[src/rtl/rrts_pkg.sv]
// Shared types and constants for the round robin task scheduler.
// No dependencies; every other file refers to it by scoped names.
`default_nettype none

package rrts_pkg;

    localparam int SLOT_COUNT       = 8;
    localparam int SLOT_STACK_BYTES = 1024;
    localparam int SLOT_W           = $clog2(SLOT_COUNT);
    localparam int DATA_W           = 32;
    localparam int OP_W             = 2;
    localparam int SLOT_OUT_W       = 3;

    typedef enum logic [OP_W-1:0] {
        OP_YIELD  = 2'd0,
        OP_CLOSE  = 2'd1,
        OP_CREATE = 2'd2
    } op_t;

    typedef enum logic [2:0] {
        ST_FREE      = 3'd0,
        ST_NEW       = 3'd1,
        ST_RUNNING   = 3'd2,
        ST_HALTED    = 3'd3,
        ST_COMPLETED = 3'd4
    } slot_state_t;

    typedef logic [SLOT_W-1:0] slot_idx_t;

    // controller to datapath
    typedef struct packed {
        logic accept;
        logic close_mark;
        logic scan_init_create;
        logic scan_init_switch;
        logic scan_step;
        logic claim;
        logic found;
        logic load;
        logic no_ready;
        logic load_out;
    } rrts_cmd_t;

    // datapath to controller
    typedef struct packed {
        logic [OP_W-1:0] op;
        logic            hit_free;
        logic            hit_ready;
        logic            scan_last;
        logic            out_free;
    } rrts_status_t;

    function automatic slot_idx_t slot_inc(slot_idx_t s);
        slot_inc = (s == SLOT_W'(SLOT_COUNT - 1)) ? '0 : s + SLOT_W'(1);
    endfunction

endpackage

`default_nettype wire

[src/rtl/rrts_ctrl.sv]
// Sequencer for the scheduler: accept, slot scan, start of the chosen slot, result hand-off.
// Depends on rrts_pkg for the command and status structs and opcodes.
`default_nettype none

module rrts_ctrl (
    input  wire logic                  aclk,
    input  wire logic                  aresetn,
    input  wire logic                  s_valid,
    output logic                       s_ready,
    input  wire rrts_pkg::rrts_status_t st,
    output rrts_pkg::rrts_cmd_t        cmd
);

    typedef enum logic [2:0] {
        S_IDLE,
        S_CLOSE,
        S_SCAN_CREATE,
        S_SCAN_READY,
        S_LOAD,
        S_DONE
    } state_t;

    state_t state_reg, state_next;

    always_ff @(posedge aclk) begin
        if (!aresetn) begin
            state_reg <= S_IDLE;
        end else begin
            state_reg <= state_next;
        end
    end

    always_comb begin
        state_next = state_reg;
        cmd        = '0;
        s_ready    = 1'b0;
        unique case (state_reg)
            S_IDLE: begin
                s_ready = 1'b1;
                if (s_valid) begin
                    cmd.accept = 1'b1;
                    unique case (st.op)
                        rrts_pkg::OP_CREATE: begin
                            cmd.scan_init_create = 1'b1;
                            state_next           = S_SCAN_CREATE;
                        end
                        rrts_pkg::OP_CLOSE: begin
                            state_next = S_CLOSE;
                        end
                        rrts_pkg::OP_YIELD: begin
                            cmd.scan_init_switch = 1'b1;
                            state_next           = S_SCAN_READY;
                        end
                        default: begin
                            // unused opcode: report the current slot only
                            state_next = S_DONE;
                        end
                    endcase
                end
            end
            S_CLOSE: begin
                cmd.close_mark       = 1'b1;
                cmd.scan_init_switch = 1'b1;
                state_next           = S_SCAN_READY;
            end
            S_SCAN_CREATE: begin
                priority if (st.hit_free) begin
                    cmd.claim  = 1'b1;
                    state_next = S_DONE;
                end else if (st.scan_last) begin
                    state_next = S_DONE;
                end else begin
                    cmd.scan_step = 1'b1;
                end
            end
            S_SCAN_READY: begin
                priority if (st.hit_ready) begin
                    cmd.found  = 1'b1;
                    state_next = S_LOAD;
                end else if (st.scan_last) begin
                    cmd.no_ready = 1'b1;
                    state_next   = S_DONE;
                end else begin
                    cmd.scan_step = 1'b1;
                end
            end
            S_LOAD: begin
                cmd.load   = 1'b1;
                state_next = S_DONE;
            end
            S_DONE: begin
                if (st.out_free) begin
                    cmd.load_out = 1'b1;
                    state_next   = S_IDLE;
                end
            end
            default: begin
                state_next = S_IDLE;
            end
        endcase
    end

endmodule

`default_nettype wire

[src/rtl/rrts_dp.sv]
// Scheduler datapath: slot states, saved pointer and entry memories, scan index,
// stack offset, result and output registers. Depends on rrts_pkg.
`default_nettype none

module rrts_dp (
    input  wire logic                                 aclk,
    input  wire logic                                 aresetn,
    input  wire logic                                 cfg_we,
    input  wire logic [rrts_pkg::DATA_W-1:0]          cfg_wdata,
    input  wire logic [rrts_pkg::OP_W-1:0]            s_opcode,
    input  wire logic [rrts_pkg::DATA_W-1:0]          s_entry_address,
    input  wire logic [rrts_pkg::DATA_W-1:0]          s_stack_pointer,
    input  wire logic                                 m_ready,
    output logic                                      m_valid,
    output logic [rrts_pkg::SLOT_OUT_W-1:0]           m_running_slot,
    output logic                                      m_switched,
    output logic                                      m_fresh_start,
    output logic [rrts_pkg::DATA_W-1:0]               m_resume_pointer,
    output logic [rrts_pkg::DATA_W-1:0]               m_start_address,
    output logic                                      m_create_ok,
    output logic [rrts_pkg::SLOT_OUT_W-1:0]           m_created_slot,
    output logic                                      m_none_ready,
    input  wire rrts_pkg::rrts_cmd_t                  cmd,
    output rrts_pkg::rrts_status_t                    st
);

    localparam int DW = rrts_pkg::DATA_W;
    localparam int OW = rrts_pkg::SLOT_OUT_W;
    localparam int N  = rrts_pkg::SLOT_COUNT;

    // control state
    logic [DW-1:0]          stack_top_reg;
    rrts_pkg::slot_state_t  slot_state_reg [N];
    rrts_pkg::slot_idx_t    cur_reg;
    rrts_pkg::slot_idx_t    scan_idx_reg;
    rrts_pkg::slot_idx_t    scan_cnt_reg;
    logic                   m_valid_reg;

    // payload
    logic [DW-1:0]          saved_mem [N];
    logic [DW-1:0]          entry_mem [N];
    logic [DW-1:0]          saved_rd_reg;
    logic [DW-1:0]          entry_rd_reg;
    logic [DW-1:0]          entry_in_reg;
    logic [DW-1:0]          sp_in_reg;
    logic [DW-1:0]          offset_reg;
    rrts_pkg::slot_idx_t    pick_reg;
    logic                   pick_halted_reg;

    logic                   res_switched_reg;
    logic                   res_fresh_reg;
    logic [DW-1:0]          res_resume_reg;
    logic [DW-1:0]          res_start_reg;
    logic                   res_create_ok_reg;
    rrts_pkg::slot_idx_t    res_created_reg;
    logic                   res_none_ready_reg;

    logic [OW-1:0]          m_running_slot_reg;
    logic                   m_switched_reg;
    logic                   m_fresh_start_reg;
    logic [DW-1:0]          m_resume_pointer_reg;
    logic [DW-1:0]          m_start_address_reg;
    logic                   m_create_ok_reg;
    logic [OW-1:0]          m_created_slot_reg;
    logic                   m_none_ready_reg;

    rrts_pkg::slot_state_t  scan_state;
    rrts_pkg::slot_state_t  cur_state;
    logic [DW-1:0]          offset_next;

    assign scan_state = slot_state_reg[scan_idx_reg];
    assign cur_state  = slot_state_reg[cur_reg];

    // fresh stack of slot s sits (s+1) slot stacks below the top
    assign offset_next = (DW'(scan_idx_reg) + DW'(1)) * DW'(rrts_pkg::SLOT_STACK_BYTES);

    assign st.op        = s_opcode;
    assign st.hit_free  = (scan_state == rrts_pkg::ST_FREE) ||
                          (scan_state == rrts_pkg::ST_COMPLETED);
    assign st.hit_ready = (scan_state == rrts_pkg::ST_NEW) ||
                          (scan_state == rrts_pkg::ST_HALTED);
    assign st.scan_last = (scan_cnt_reg == rrts_pkg::SLOT_W'(N - 1));
    assign st.out_free  = !m_valid_reg || m_ready;

    always_ff @(posedge aclk) begin
        if (!aresetn) begin
            stack_top_reg <= '0;
            cur_reg       <= '0;
            scan_idx_reg  <= '0;
            scan_cnt_reg  <= '0;
            m_valid_reg   <= 1'b0;
            for (int i = 0; i < N; i++) begin
                slot_state_reg[i] <= rrts_pkg::ST_FREE;
            end
        end else begin
            if (cfg_we) begin
                stack_top_reg <= cfg_wdata;
            end
            if (cmd.scan_init_create) begin
                scan_idx_reg <= '0;
                scan_cnt_reg <= '0;
            end else if (cmd.scan_init_switch) begin
                // visit the current slot last
                scan_idx_reg <= rrts_pkg::slot_inc(cur_reg);
                scan_cnt_reg <= '0;
            end else if (cmd.scan_step) begin
                scan_idx_reg <= rrts_pkg::slot_inc(scan_idx_reg);
                scan_cnt_reg <= scan_cnt_reg + rrts_pkg::SLOT_W'(1);
            end
            if (cmd.close_mark) begin
                slot_state_reg[cur_reg] <= rrts_pkg::ST_COMPLETED;
            end
            if (cmd.claim) begin
                slot_state_reg[scan_idx_reg] <= rrts_pkg::ST_NEW;
            end
            if (cmd.found && cur_state == rrts_pkg::ST_RUNNING) begin
                slot_state_reg[cur_reg] <= rrts_pkg::ST_HALTED;
            end
            if (cmd.load) begin
                slot_state_reg[pick_reg] <= rrts_pkg::ST_RUNNING;
                cur_reg                  <= pick_reg;
            end
            if (cmd.load_out) begin
                m_valid_reg <= 1'b1;
            end else if (m_ready) begin
                m_valid_reg <= 1'b0;
            end
        end
    end

    // memories: one write and one registered read per cycle each
    always_ff @(posedge aclk) begin
        if (cmd.claim) begin
            entry_mem[scan_idx_reg] <= entry_in_reg;
        end
        if (cmd.found && cur_state == rrts_pkg::ST_RUNNING) begin
            saved_mem[cur_reg] <= sp_in_reg;
        end
        if (cmd.found) begin
            saved_rd_reg <= saved_mem[scan_idx_reg];
            entry_rd_reg <= entry_mem[scan_idx_reg];
        end
    end

    always_ff @(posedge aclk) begin
        if (cmd.accept) begin
            entry_in_reg       <= s_entry_address;
            sp_in_reg          <= s_stack_pointer;
            res_switched_reg   <= 1'b0;
            res_fresh_reg      <= 1'b0;
            res_resume_reg     <= '0;
            res_start_reg      <= '0;
            res_create_ok_reg  <= 1'b0;
            res_created_reg    <= '0;
            res_none_ready_reg <= 1'b0;
        end
        if (cmd.claim) begin
            res_create_ok_reg <= 1'b1;
            res_created_reg   <= scan_idx_reg;
        end
        if (cmd.no_ready) begin
            res_none_ready_reg <= 1'b1;
        end
        if (cmd.found) begin
            pick_reg        <= scan_idx_reg;
            pick_halted_reg <= (scan_state == rrts_pkg::ST_HALTED);
            offset_reg      <= offset_next;
        end
        if (cmd.load) begin
            res_switched_reg <= 1'b1;
            res_fresh_reg    <= !pick_halted_reg;
            res_resume_reg   <= pick_halted_reg ? saved_rd_reg : stack_top_reg - offset_reg;
            res_start_reg    <= pick_halted_reg ? '0 : entry_rd_reg;
        end
        if (cmd.load_out) begin
            m_running_slot_reg   <= OW'(cur_reg);
            m_switched_reg       <= res_switched_reg;
            m_fresh_start_reg    <= res_fresh_reg;
            m_resume_pointer_reg <= res_resume_reg;
            m_start_address_reg  <= res_start_reg;
            m_create_ok_reg      <= res_create_ok_reg;
            m_created_slot_reg   <= OW'(res_created_reg);
            m_none_ready_reg     <= res_none_ready_reg;
        end
    end

    assign m_valid          = m_valid_reg;
    assign m_running_slot   = m_running_slot_reg;
    assign m_switched       = m_switched_reg;
    assign m_fresh_start    = m_fresh_start_reg;
    assign m_resume_pointer = m_resume_pointer_reg;
    assign m_start_address  = m_start_address_reg;
    assign m_create_ok      = m_create_ok_reg;
    assign m_created_slot   = m_created_slot_reg;
    assign m_none_ready     = m_none_ready_reg;

endmodule

`default_nettype wire

[src/rtl/round_robin_task_scheduler.sv]
// Top level of the round robin task scheduler: sequencer plus datapath.
// Depends on rrts_pkg, rrts_ctrl and rrts_dp.
//
// One event at a time. A create scans slots from 0, one slot per clock. A yield
// scans from the slot after the current one, one slot per clock, then reads the
// chosen slot's saved pointer and entry address into registers and starts it;
// a close first marks the current slot completed. An unused opcode goes
// straight to the result. The next event is taken as soon as the result sits in
// the output register, even while it waits for m_ready. stack_top may be
// written only while no event is in flight.
`default_nettype none

module round_robin_task_scheduler (
    input  wire logic                               aclk,
    input  wire logic                               aresetn,
    input  wire logic                               cfg_we,
    input  wire logic [rrts_pkg::DATA_W-1:0]        cfg_wdata,
    input  wire logic                               s_valid,
    output logic                                    s_ready,
    input  wire logic [rrts_pkg::OP_W-1:0]          s_opcode,
    input  wire logic [rrts_pkg::DATA_W-1:0]        s_entry_address,
    input  wire logic [rrts_pkg::DATA_W-1:0]        s_stack_pointer,
    output logic                                    m_valid,
    input  wire logic                               m_ready,
    output logic [rrts_pkg::SLOT_OUT_W-1:0]         m_running_slot,
    output logic                                    m_switched,
    output logic                                    m_fresh_start,
    output logic [rrts_pkg::DATA_W-1:0]             m_resume_pointer,
    output logic [rrts_pkg::DATA_W-1:0]             m_start_address,
    output logic                                    m_create_ok,
    output logic [rrts_pkg::SLOT_OUT_W-1:0]         m_created_slot,
    output logic                                    m_none_ready
);

    rrts_pkg::rrts_cmd_t    cmd;
    rrts_pkg::rrts_status_t st;

    rrts_ctrl u_ctrl (
        .aclk    (aclk),
        .aresetn (aresetn),
        .s_valid (s_valid),
        .s_ready (s_ready),
        .st      (st),
        .cmd     (cmd)
    );

    rrts_dp u_dp (
        .aclk             (aclk),
        .aresetn          (aresetn),
        .cfg_we           (cfg_we),
        .cfg_wdata        (cfg_wdata),
        .s_opcode         (s_opcode),
        .s_entry_address  (s_entry_address),
        .s_stack_pointer  (s_stack_pointer),
        .m_ready          (m_ready),
        .m_valid          (m_valid),
        .m_running_slot   (m_running_slot),
        .m_switched       (m_switched),
        .m_fresh_start    (m_fresh_start),
        .m_resume_pointer (m_resume_pointer),
        .m_start_address  (m_start_address),
        .m_create_ok      (m_create_ok),
        .m_created_slot   (m_created_slot),
        .m_none_ready     (m_none_ready),
        .cmd              (cmd),
        .st               (st)
    );

endmodule

`default_nettype wire

[config.mk]
export PLATFORM = sky130hd
export DESIGN_NAME = round_robin_task_scheduler
export DESIGN_NICKNAME = d
export VERILOG_FILES = /design/src/rtl/rrts_pkg.sv /design/src/rtl/rrts_ctrl.sv /design/src/rtl/rrts_dp.sv /design/src/rtl/round_robin_task_scheduler.sv
export SDC_FILE = /design/constraint.sdc
export NUM_CORES = 1
export LEC_CHECK = 0
export ABC_AREA = 1
export BUFFER_PORTS_ARGS = -buffer_cell sky130_fd_sc_hd__buf_4
export CAP_MARGIN = 20
export CORE_MARGIN = 2
export CORE_UTILIZATION = 45
export DETAILED_ROUTE_END_ITERATION = 8
export GPL_TIMING_DRIVEN = 0
export SLEW_MARGIN = 20
export SYNTH_ARGS = -nofsm -noshare
export SYNTH_HDL_FRONTEND = slang
export SYNTH_SLANG_ARGS = --single-unit
[constraint.sdc]
create_clock -name aclk -period 13.5 [get_ports aclk]
set_input_delay 2.7 -clock aclk [delete_from_list [all_inputs] [get_ports aclk]]
set_output_delay 2.7 -clock aclk [all_outputs]
set_load 0.02 [all_outputs]
### Word-level counts from Yosys, hierarchy flattened

Memories as Yosys holds them, arrays and structs flattened. A register that Yosys moved wholly into a read port is not among the register bits.
Cells that the tools add are included.

| word-level totals | value |
|---|---|
| memory bits (writable) | 536 |
| register bits | 280 |
| input port bits | 103 |
| word-level logic and storage cells | 145 |
| memories kept | 3 |

Memories:

| memory | depth | width | read ports | clocked after Yosys merged registers in | write ports | RTL line | RTL |
|---|---|---|---|---|---|---|---|
| u_dp.entry_mem | 8 | 32 | 1 | 1 | 1 | rrts_dp.sv:41 | `logic [DW-1:0] entry_mem [N];` |
| u_dp.saved_mem | 8 | 32 | 1 | 1 | 1 | rrts_dp.sv:40 | `logic [DW-1:0] saved_mem [N];` |
| u_dp.slot_state_reg | 8 | 3 | 2 | 2 | 8 | rrts_dp.sv:33 | `rrts_pkg::slot_state_t slot_state_reg [N];` |

| cells by class | value |
|---|---|
| add/sub/neg operators | 5 |
| reductions and logical operators | 19 |
| eq/ne operators | 16 |
| bitwise logic cells | 2 |
| multiplexer cells | 74 |

Operator list:

| kind | number |
|---|---|
| 32-bit two-way mux | 5 |
| 3-bit two-way mux | 22 |
| 1-bit two-way mux | 42 |
| 32-bit subtractor | 1 |
| 3-bit == test, second input constant | 6 |
| 3-bit case mux with 6 select lines | 1 |
| 3-bit by 2-bit == test with 1-bit output, second input constant | 4 |
| 3-bit OR reduction | 4 |
| 3-bit by 1-bit adder with 3-bit output, second input constant | 3 |
| 3-bit case mux with 3 select lines | 1 |
| 2-bit nonzero test | 4 |
| 3-bit by 1-bit == test with 1-bit output, second input constant | 2 |
| 3-bit zero test | 2 |
| 3-bit by 1-bit adder with 4-bit output, second input constant | 1 |
| 2-bit inequality test, second input constant | 2 |
| 1-bit case mux with 2 select lines | 2 |
| 1-bit logical OR | 3 |
| 2-bit by 1-bit == test with 1-bit output, second input constant | 1 |
| 2-bit == test, second input constant | 1 |
| 1-bit zero test | 2 |
| 2-bit zero test | 1 |
| 2-bit two-way mux | 1 |
| 2-bit AND reduction | 1 |
| 2-bit OR reduction | 1 |
| 3 further kinds | 3 |

### Logic depth before layout (Yosys ltp)

Gate-level depths: netlist (run 1).

| depth | value |
|---|---|
| word-level depth | 13 |
| gate-level depth with buffers | 15 |
| gate-level depth less buffers | 14 |

### Hierarchy

A second synthesis (run 1) with hierarchy kept.

| unflattened totals | value |
|---|---|
| cell total of the unflattened synthesis | 2141 |
| area total of the unflattened synthesis | 31750.5 µm² |

Modules (own cells, without submodules):

| module | instances | area each (µm²) | cells each | sequential area each (µm²) |
|---|---|---|---|---|
| rrts_dp | 1 | 31427.6 | 2079 | 25224.2 |
| rrts_ctrl | 1 | 322.8 | 62 | 60.1 |

### Worst setup path after synthesis (run 1)

OpenSTA, ideal clock, no wires.

| path | value |
|---|---|
| path type | input-to-reg |
| from | in m_ready |
| to | reg u_dp.m_create_ok_reg (netlist: u_dp.m_create_ok), enable pin |
| stages | 2 |
| data arrival time | 9.737 ns |
| setup slack | 3.074 ns |
| path through | nor2_1 nor4_1 |

RTL lines:

| what | RTL line | RTL |
|---|---|---|
| start, declared | round_robin_task_scheduler.sv:24 | `input wire logic m_ready,` |
| end signal, assigned | rrts_dp.sv:181 | `m_create_ok_reg <= res_create_ok_reg;` |
| end, declared | rrts_dp.sv:63 | `logic m_create_ok_reg;` |

==> results of run 1 <==
==> cell usage in the layout (no fill, tap or decap), types with 4 or more instances in the layout <==
master and n:
o311ai_0 64, o21ai_2 4, nand2_2 12, a31oi_1 7
clkbuf_16 90, o211ai_1 5, buf_6 10, nor2_2 4
nor2_4 15, nand4_1 4, a21oi_1 92, o221ai_1 4
inv_2 8, nor3_1 5, o22ai_1 64, buf_16 13
dfxtp_1 54, nand2_1 203, nand3_2 12, clkinv_1 21
o21ai_0 184, nand3_4 5, nor3_2 21, clkbuf_1 109
nor2_1 415, clkinv_2 10, edfxtp_1 814, ha_1 10
buf_1 11, nand2_4 5, xor2_1 4, inv_1 107
buf_2 11, nand3_1 31, buf_4 208, bufinv_16 10
==> routing by layer <==
layer	vias up	wire length, um	GRT usage, %
li1	9000	-	-
met1	9692	35100	31.0
met2	793	37000	33.8
met3	102	5660	3.07
met4	0	1800	6.65
met5	-	0	0
==> final cells by class <==
| class | count | area, um2 | area share, % |
|---|---|---|---|
| tap | 950 | 1190 | 3.08 |
| inverter | 121 | 462 | 1.19 |
| buffer | 103 | 413 | 1.07 |
| multi-input combinational | 1191 | 6090 | 15.8 |
| clock buffer | 113 | 2340 | 6.05 |
| timing repair buffer | 239 | 2100 | 5.43 |
| sequential | 868 | 25500 | 66.1 |
| clock inverter | 46 | 520 | 1.35 |
==> Yosys cell counts, types with 3 or more instances <==
| cell type | number | area, um2 |
|---|---|---|
| edfxtp_1 | 814 | 24400 |
| nor2_1 | 424 | 1590 |
| nand2_1 | 203 | 762 |
| o21ai_0 | 184 | 921 |
| inv_1 | 109 | 409 |
| a21oi_1 | 92 | 460 |
| clkbuf_1 | 86 | 323 |
| o22ai_1 | 64 | 400 |
| o311ai_0 | 64 | 561 |
| dfxtp_1 | 54 | 1080 |
| nand3_1 | 31 | 155 |
| nor3_1 | 13 | 65.1 |
| nor3_2 | 13 | 130 |
| nand2_2 | 12 | 75.1 |
| nand3_2 | 12 | 120 |
| buf_1 | 11 | 41.3 |
| ha_1 | 10 | 125 |
| inv_2 | 8 | 30.0 |
| a31oi_1 | 7 | 43.8 |
| nor2_4 | 6 | 67.6 |
| nand2_4 | 5 | 56.3 |
| nand3_4 | 5 | 87.6 |
| o211ai_1 | 5 | 37.5 |
| nand4_1 | 4 | 25.0 |
| nor2_2 | 4 | 25.0 |
| o21ai_2 | 4 | 35.0 |
| o221ai_1 | 4 | 35.0 |
| xor2_1 | 4 | 35.0 |
| buf_2 | 3 | 15.0 |
| buf_6 | 3 | 33.8 |
| clkinv_1 | 3 | 11.3 |
| o31ai_1 | 3 | 22.5 |
| or2_2 | 3 | 18.8 |
==> where the power goes <==
group	leakage (nW)	internal, mW	switching [mW]	total [mW]
Combinational	4.16	0.296	0.709	1.00
Clock	1.39	1.42	0.989	2.41
Sequential	7.89	3.37	0.186	3.55
==> critical path, delay by kind of cell <==
family / cells / cell delay (ps)
AND/OR/NAND/NOR: 2 / 660
buffers and inverters: 10 / 2190
==> logic make-up after synthesis <==
kind of cell / after synthesis
xor+xnor: 6
fa+ha+maj: 11
flops: 868
simple gates: 740
buf+inv: 224
compound gates: 434
==> worst paths after layout <==
path,to,slack [ps],cells past startpoint
max,u_dp.m_start_address[17],8280,12
min reg2reg,u_dp.m_start_address[2],410,0
max reg2reg,u_dp.entry_mem[6][12],8970,7
min,u_dp.m_start_address[2],410,0
==> impl_metrics.py, run 1 <==
metrics = {
    "synth": {
        "synth_xor_area_share_pct": 0.162,
        "synth_compound_area_share_pct": 7.93,
        "synth_ff_type": "edfxtp_1",
        "seq_area_frac_synth_pct": 78.8,
        "synthCells": 2283,
        "synthMuxAreaShare_pct": 0,
        "synth_async_sr_flop_share_pct": 0,
        "synth_top_family_by_area": "simple AND/OR/NAND/NOR gates",
        "yosysUniqueCellTypes": 46,
        "synth.avg_cell_area_um2": 14.2,
        "synth_area_um2": 32400,
        "synth_fa_ha_area_share_pct": 0.448,
        "synth-edff-count": 814,
        "ys_ff_latch": 868,
        "yosys.area_share.simple_pct": 9.94,
        "ys_warn_count": 0,
        "postSynthNetCount": 2397,
    },
    "cells_and_area": {
        "largest_registers": "u_dp.entry_mem x256, u_dp.saved_mem x256",
        "final_cell_count_no_fill": 3631,
        "drive_gt1_share_pct": 17.0,
        "area_growth_pct": 19.4,
        "nFillCells": 5844,
        "final_area_um2": 38600,
        "num_antenna_cells": 0,
        "fin_nets": 2726,
        "post-route-util_pct": 54.1,
    },
    "setup_path": {
        "worstReg2RegStart": "u_dp.scan_idx_reg[0]",
        "crit_top_cell": "buf_2",
        "startpoint_type": "input port",
        "cp.required_ps": 13840,
        "crit_fanout": 8,
        "worstPathCellList": "buf_4, nor2_1, nor4_2, buf_2, buf_2, buf_2, buf_2, buf_4, buf_2, buf_4, buf_2, buf_2",
        "path_class": "input port to register",
        "slowest_delay_ps": 580,
        "startpoint": "m_ready",
        "arrival_ps": 5550,
        "slowest_stage": "nor4_2",
        "crit_path_end_kind": "register",
    },
    "routing": {
        "vias": 19587,
        "drc": 0,
        "drtPass1Iterations": 5,
        "routed_wl_um": 79600,
        "vias_per_cell": 5.39,
        "wl_per_cell_um": 21.9,
        "drtAntennaViolNets": 0,
        "drtIter0Drc": 2138,
    },
    "global_route": {
        "grt_antenna_before_repair": 0,
        "grt_pass1_vias": 19131,
        "grt_max_degree": 54,
        "track_usage_pct": 21.4,
        "overflow": 0,
        "grt_first_pass_wirelength_um": 119000,
    },
    "placement": {
        "placed_cell_area_um2": 35800,
        "pre_cts_slack_ps": 7570,
        "dpl.hpwl_um": 54700,
        "routabilityCongestion": 0.878,
        "port_buffers": 177,
        "place_inst": 3472,
    },
    "timing": {
        "period_share_pct": 38.6,
        "drv_slew": 0,
        "setup_tns_ps": 0,
        "finalCriticalPeriod_ps": 5220,
        "fin_hold_ws_ps": 414,
        "setup_viol": 0,
        "max_freq_mhz": 192,
        "skew_ps": 17.9,
        "setup_slack_ps": 8280,
        "tightestPinTransition_ps": 1080,
        "finalHoldViolCount": 0,
        "max_slew_margin_pct": 27.4,
        "rsz0062_at_grt": "false",
    },
    "min_path": {
        "hp-class": "register to register",
        "holdCritStartpoint": "u_dp.res_start_reg[2]",
    },
    "floorplanning": {
        "rows": 98,
        "io_pins": 179,
        "die_w_um": 272,
        "die_h_um": 272,
        "dieArea_um2": 74100,
        "start_util_pct": 45.4,
        "core_area_um2": 71400,
    },
    "clock_tree": {
        "cts_made_buffers": 88,
        "clk_path_buf_depth": 3,
        "ctsHoldBuffers": 0,
        "path_clk_slew_ps": 60,
        "htreeDepth": 3,
        "cts_root_buf": "clkbuf_16",
        "cts_tree": "done",
        "insertion_delay_ps": 640,
        "cts_resized": 0,
        "clock-sinks": 868,
        "postCtsSetupRepairBufs": 0,
    },
    "status": {
        "status": "completed",
    },
    "power": {
        "p_leak_nw": 13.4,
        "finalPower_mw": 6.97,
        "vdd_drop_max_v": 0.000102,
        "power.density_nw_per_um2": 180,
    },
    "job": {
        "maxCapViolCount": 0,
    },
}
No activity file was read; power rests on OpenSTA's default activity.
==> run 2: changes to the inputs <==
==> constraint.sdc (replaced) <==
create_clock -name aclk -period 4.4 [get_ports aclk]
set_input_delay 0.88 -clock aclk [delete_from_list [all_inputs] [get_ports aclk]]
set_output_delay 0.88 -clock aclk [all_outputs]
set_load 0.02 [all_outputs]
==> impl_metrics.py, run 2 (same netlist as run 1, synthesis figures left out) <==
metrics = {
    "setup_path": {
        "crit_buf_inv": 4,
        "crit_path_end_kind": "register",
        "slowest_delay_ps": 720,
        "worstPathCellList": "buf_2, inv_2, clkbuf_1, nand4_1, nor2_4, buf_12",
        "path_class": "register to register",
        "crit_fanout": 20,
        "crit_family": "buffers and inverters",
        "cp.required_ps": 4730,
        "slowest_stage": "nor2_4",
        "startpoint_type": "register",
        "arrival_ps": 4320,
    },
    "cells_and_area": {
        "post-route-util_pct": 53.9,
        "num_antenna_cells": 0,
        "layout_common_cells": "edfxtp_1 (814), nor2_1 (415), buf_4 (206), nand2_1 (203), o21ai_0 (184)",
        "area_growth_pct": 18.8,
        "largest_registers": "u_dp.entry_mem x256, u_dp.saved_mem x256",
        "fin_nets": 2720,
        "final_common_cell": "edfxtp_1",
        "drive_gt1_share_pct": 17.1,
        "final_cell_count_no_fill": 3628,
    },
    "global_route": {
        "grt_first_pass_wirelength_um": 118000,
        "track_usage_pct": 21.4,
        "overflow": 0,
        "grt_pass1_vias": 19255,
        "grt_antenna_before_repair": 0,
        "grt_max_degree": 50,
    },
    "power": {
        "vdd_drop_max_v": 0.000245,
        "power.density_nw_per_um2": 547,
        "p_leak_nw": 13.3,
        "finalPower_mw": 21.0,
    },
    "clock_tree": {
        "cts_made_buffers": 87,
        "clock-sinks": 868,
        "cts_resized": 0,
        "htreeDepth": 3,
        "clk_path_buf_depth": 3,
        "ctsHoldBuffers": 0,
        "path_clk_slew_ps": 60,
        "cts_root_buf": "clkbuf_16",
        "insertion_delay_ps": 640,
        "cts_tree": "done",
        "postCtsSetupRepairBufs": 0,
    },
    "floorplanning": {
        "rows": 98,
        "die_h_um": 272,
        "dieArea_um2": 74100,
        "core_area_um2": 71400,
        "start_util_pct": 45.4,
        "io_pins": 179,
        "die_w_um": 272,
    },
    "placement": {
        "dpl.hpwl_um": 54500,
        "routabilityCongestion": 0.877,
        "port_buffers": 177,
        "place_inst": 3468,
    },
    "timing": {
        "setup_viol": 0,
        "period_share_pct": 90.7,
        "tightestPinTransition_ps": 934,
        "max_freq_mhz": 250,
        "max_slew_margin_pct": 36.9,
        "drv_slew": 0,
        "skew_ps": 14.3,
        "rsz0062_at_grt": "false",
        "finalCriticalPeriod_ps": 3990,
        "finalHoldViolCount": 0,
        "fin_hold_ws_ps": 416,
        "setup_tns_ps": 0,
    },
    "routing": {
        "vias_per_cell": 5.35,
        "drc": 0,
        "drtPass1Iterations": 5,
        "drtIter0Drc": 2075,
        "vias": 19418,
        "wl_per_cell_um": 21.8,
        "drtAntennaViolNets": 0,
        "routed_wl_um": 79100,
    },
    "job": {
        "maxCapViolCount": 0,
    },
    "status": {
        "status": "completed",
    },
    "min_path": {
        "hp-class": "input port to register",
    },
}
==> run 2: final cells by class <==
class / count / area (um2)
multi-input cells: 1191 / 6100
clock buffers: 109 / 2270
repair buffers: 235 / 2060
inverters: 121 / 462
clock inverters: 52 / 457
well taps: 950 / 1190
fillers: 5858 / 32900
plain buffers: 102 / 409
flip-flops and latches: 868 / 25500
==> run 2: power by group <==
part | switching (mW) | internal, mW
clock network | 3.08 | 3.99
registers | 0.568 | 10.3
logic | 2.17 | 0.905
==> run 2: per-layer routing <==
metal  global-route usage (%)  up-vias  share of wire (%)  wire (um)
met2                     33.8      788                 46      36700
met5                        0        -                  0          0
li1                         -     8981                  -          -
met3                     3.69      121                8.0       6350
met1                     30.2     9528                 43      34100
met4                     7.24        0                2.5       2000
==> run 2: final timing paths <==
path	end	cells past startpoint	slack, ps	start
setup / recovery	u_dp.entry_mem[6][20]	6	410	u_dp.scan_idx_reg[0]
hold / removal	u_dp.sp_in_reg[4]	1	420	s_stack_pointer[4]
setup reg to reg	u_dp.entry_mem[6][20]	6	410	u_dp.scan_idx_reg[0]
hold reg to reg	u_dp.m_resume_pointer[1]	0	420	u_dp.res_resume_reg[1]
==> run 2: metrics by stage <==
step | worst slack, ps | cell area (um2)
floorplan | 534 | 32400
global placement | -2110 | 34900
detailed placement | -67.3 | 35800
CTS | 450 | 38500
global route | 374 | 38500
finish | 407 | 38500
==> run 3: changes to the inputs <==
==> constraint.sdc (replaced) <==
create_clock -name aclk -period 4.4 [get_ports aclk]
set_input_delay 0.22 -clock aclk [delete_from_list [all_inputs] [get_ports aclk]]
set_output_delay 0.22 -clock aclk [all_outputs]
set_load 0.02 [all_outputs]
==> impl_metrics.py, run 3 (same netlist as run 1, synthesis figures left out) <==
metrics = {
    "clock_tree": {
        "clk_path_buf_depth": 3,
        "cts_made_buffers": 88,
        "insertion_delay_ps": 650,
        "htreeDepth": 3,
        "cts_root_buf": "clkbuf_16",
        "path_clk_slew_ps": 60,
        "cts_tree": "done",
        "clock-sinks": 868,
        "cts_resized": 0,
    },
    "setup_path": {
        "crit_top_cell": "buf_16",
        "arrival_ps": 4390,
        "slowest_stage": "nand4_1",
        "startpoint_type": "register",
        "crit_path_end_kind": "register",
        "cp.depth": 7,
        "crit_fanout": 19,
        "regToRegEndpoint": "u_dp.entry_mem[4][23]",
        "worstPathCellList": "buf_2, inv_2, clkbuf_1, nand4_1, nor2_4, buf_16, buf_16",
        "r2r_slack_ps": 360,
        "r2r_cells": 7,
        "path_class": "register to register",
        "slowest_delay_ps": 720,
        "crit_buf_inv": 5,
        "cp.required_ps": 4750,
        "worstReg2RegStart": "u_dp.scan_idx_reg[0]",
        "crit_family": "buffers and inverters",
    },
    "global_route": {
        "grt_antenna_before_repair": 0,
        "overflow": 0,
        "grt_first_pass_wirelength_um": 120000,
        "grt_max_degree": 54,
        "track_usage_pct": 21.6,
        "grt_pass1_vias": 19844,
    },
    "status": {
        "status": "completed",
    },
    "timing": {
        "setup_slack_ps": 362,
        "finalHoldViolCount": 0,
        "fin_hold_ws_ps": 75.4,
        "max_freq_mhz": 248,
        "tightestPinTransition_ps": 1050,
        "finalCriticalPeriod_ps": 4040,
        "rsz0062_at_grt": "false",
        "drv_slew": 0,
        "max_slew_margin_pct": 29.1,
        "setup_viol": 0,
        "period_share_pct": 91.8,
        "skew_ps": 31.6,
    },
    "job": {
        "maxCapViolCount": 0,
    },
    "floorplanning": {
        "io_pins": 179,
        "rows": 98,
        "dieArea_um2": 74100,
        "die_h_um": 272,
        "start_util_pct": 45.4,
        "die_w_um": 272,
        "core_area_um2": 71400,
    },
    "routing": {
        "drtIter0Drc": 1909,
        "drc": 0,
        "drtPass1Iterations": 8,
        "drtAntennaViolNets": 0,
        "wl_per_cell_um": 21.5,
        "vias_per_cell": 5.35,
        "vias": 19939,
        "routed_wl_um": 80300,
    },
    "min_path": {
        "hold_end": "u_dp.stack_top_reg[1]",
        "holdCritStartpoint": "cfg_we",
        "min_path_cells": 3,
        "hp-class": "input port to register",
    },
    "placement": {
        "port_buffers": 177,
        "routabilityCongestion": 0.893,
        "place_inst": 3467,
        "pre_cts_slack_ps": -106,
        "dpl.hpwl_um": 54600,
    },
    "power": {
        "p_leak_nw": 13.9,
        "vdd_drop_max_v": 0.000290,
        "power.density_nw_per_um2": 545,
    },
    "cells_and_area": {
        "num_antenna_cells": 0,
        "largest_registers": "u_dp.entry_mem x256, u_dp.saved_mem x256",
        "final_common_cell": "edfxtp_1",
        "area_growth_pct": 22.7,
        "fin_nets": 2822,
        "layout_common_cells": "edfxtp_1 (814), nor2_1 (416), buf_4 (205), nand2_1 (203), o21ai_0 (184)",
        "final_cell_count_no_fill": 3730,
        "drive_gt1_share_pct": 16.5,
    },
}
==> run 3: cell count changes in the layout (fill, tap and decap cells not counted), sizes merged <==
cell	before	now
clkbuf	194	193
dlygate4sd3	0	102
buf	252	251
clkinvlp	7	2
clkinv	38	37
bufinv	5	13
==> run 3: how the worst max path moves through the flow <==
stage                             endpoint                  from  slack (ps)
finish               u_dp.entry_mem[4][23]  u_dp.scan_idx_reg[0]         360
detailed placement   u_dp.entry_mem[4][22]  u_dp.scan_idx_reg[0]        -110
global route          u_dp.entry_mem[4][3]  u_dp.scan_idx_reg[0]         340
CTS                  u_dp.entry_mem[6][11]  u_dp.scan_idx_reg[0]         400
floorplan               u_dp.res_fresh_reg   u_ctrl.state_reg[1]         170
global placement    u_dp.res_start_reg[17]   u_ctrl.state_reg[1]       -2290
==> run 3: worst reg2reg max path, cell delays in order (launching register included) <==
cell and delay, ps:
dfxtp_1 560, buf_2 350, inv_2 430, clkbuf_1 640, nand4_1 720, nor2_4 630
buf_16 220, buf_16 180
==> run 3: power by group <==
group	internal [mW]	switching (mW)	total, mW
combinational	0.970	2.18	3.15
sequential	10.3	0.568	10.9
clock	4.49	3.10	7.59
==> run 3: area by class of cell <==
cell class,count,area [um2]
clock inverters,54,634
fillers,5698,31700
flip-flops and latches,868,25500
well taps,950,1190
clock buffers,108,2300
multi-input cells,1191,6100
inverters,121,462
repair buffers,336,3090
plain buffers,102,409
==> run 3: what timing repair did <==
action | in CTS | in global routing
buffers inserted | 0 | 0
endpoints found under the hold margin | 100 | 0
hold buffers | 102 | 0
setup endpoints to repair | 74 | 0
==> run 3: stage by stage <==
stage | setup TNS (ps) | area [um2] | utilization [%] | total power, mW
2_1_floorplan | 0 | 32400 | - | 12.7
3_3_place_gp | -1134000 | 34900 | 48.9 | 13.9
3_5_place_dp | -5120 | 35800 | 50.1 | 14.2
4_1_cts | 0 | 39700 | 55.6 | 21.8
5_1_grt | 0 | 39700 | 55.6 | 22.5
6_report | 0 | 39700 | 55.6 | 21.6
==> run 3: metal layers <==
| metal | up-vias | track usage [%] | part of all wire (%) | routed length (um) |
|---|---|---|---|---|
| met5 | - | 0 | 0 | 0 |
| met4 | 0 | 6.98 | 2.6 | 2110 |
| met3 | 136 | 3.83 | 7.2 | 5740 |
| met2 | 755 | 34.6 | 47 | 37500 |
| met1 | 9871 | 30.1 | 44 | 34900 |
| li1 | 9177 | - | - | - |
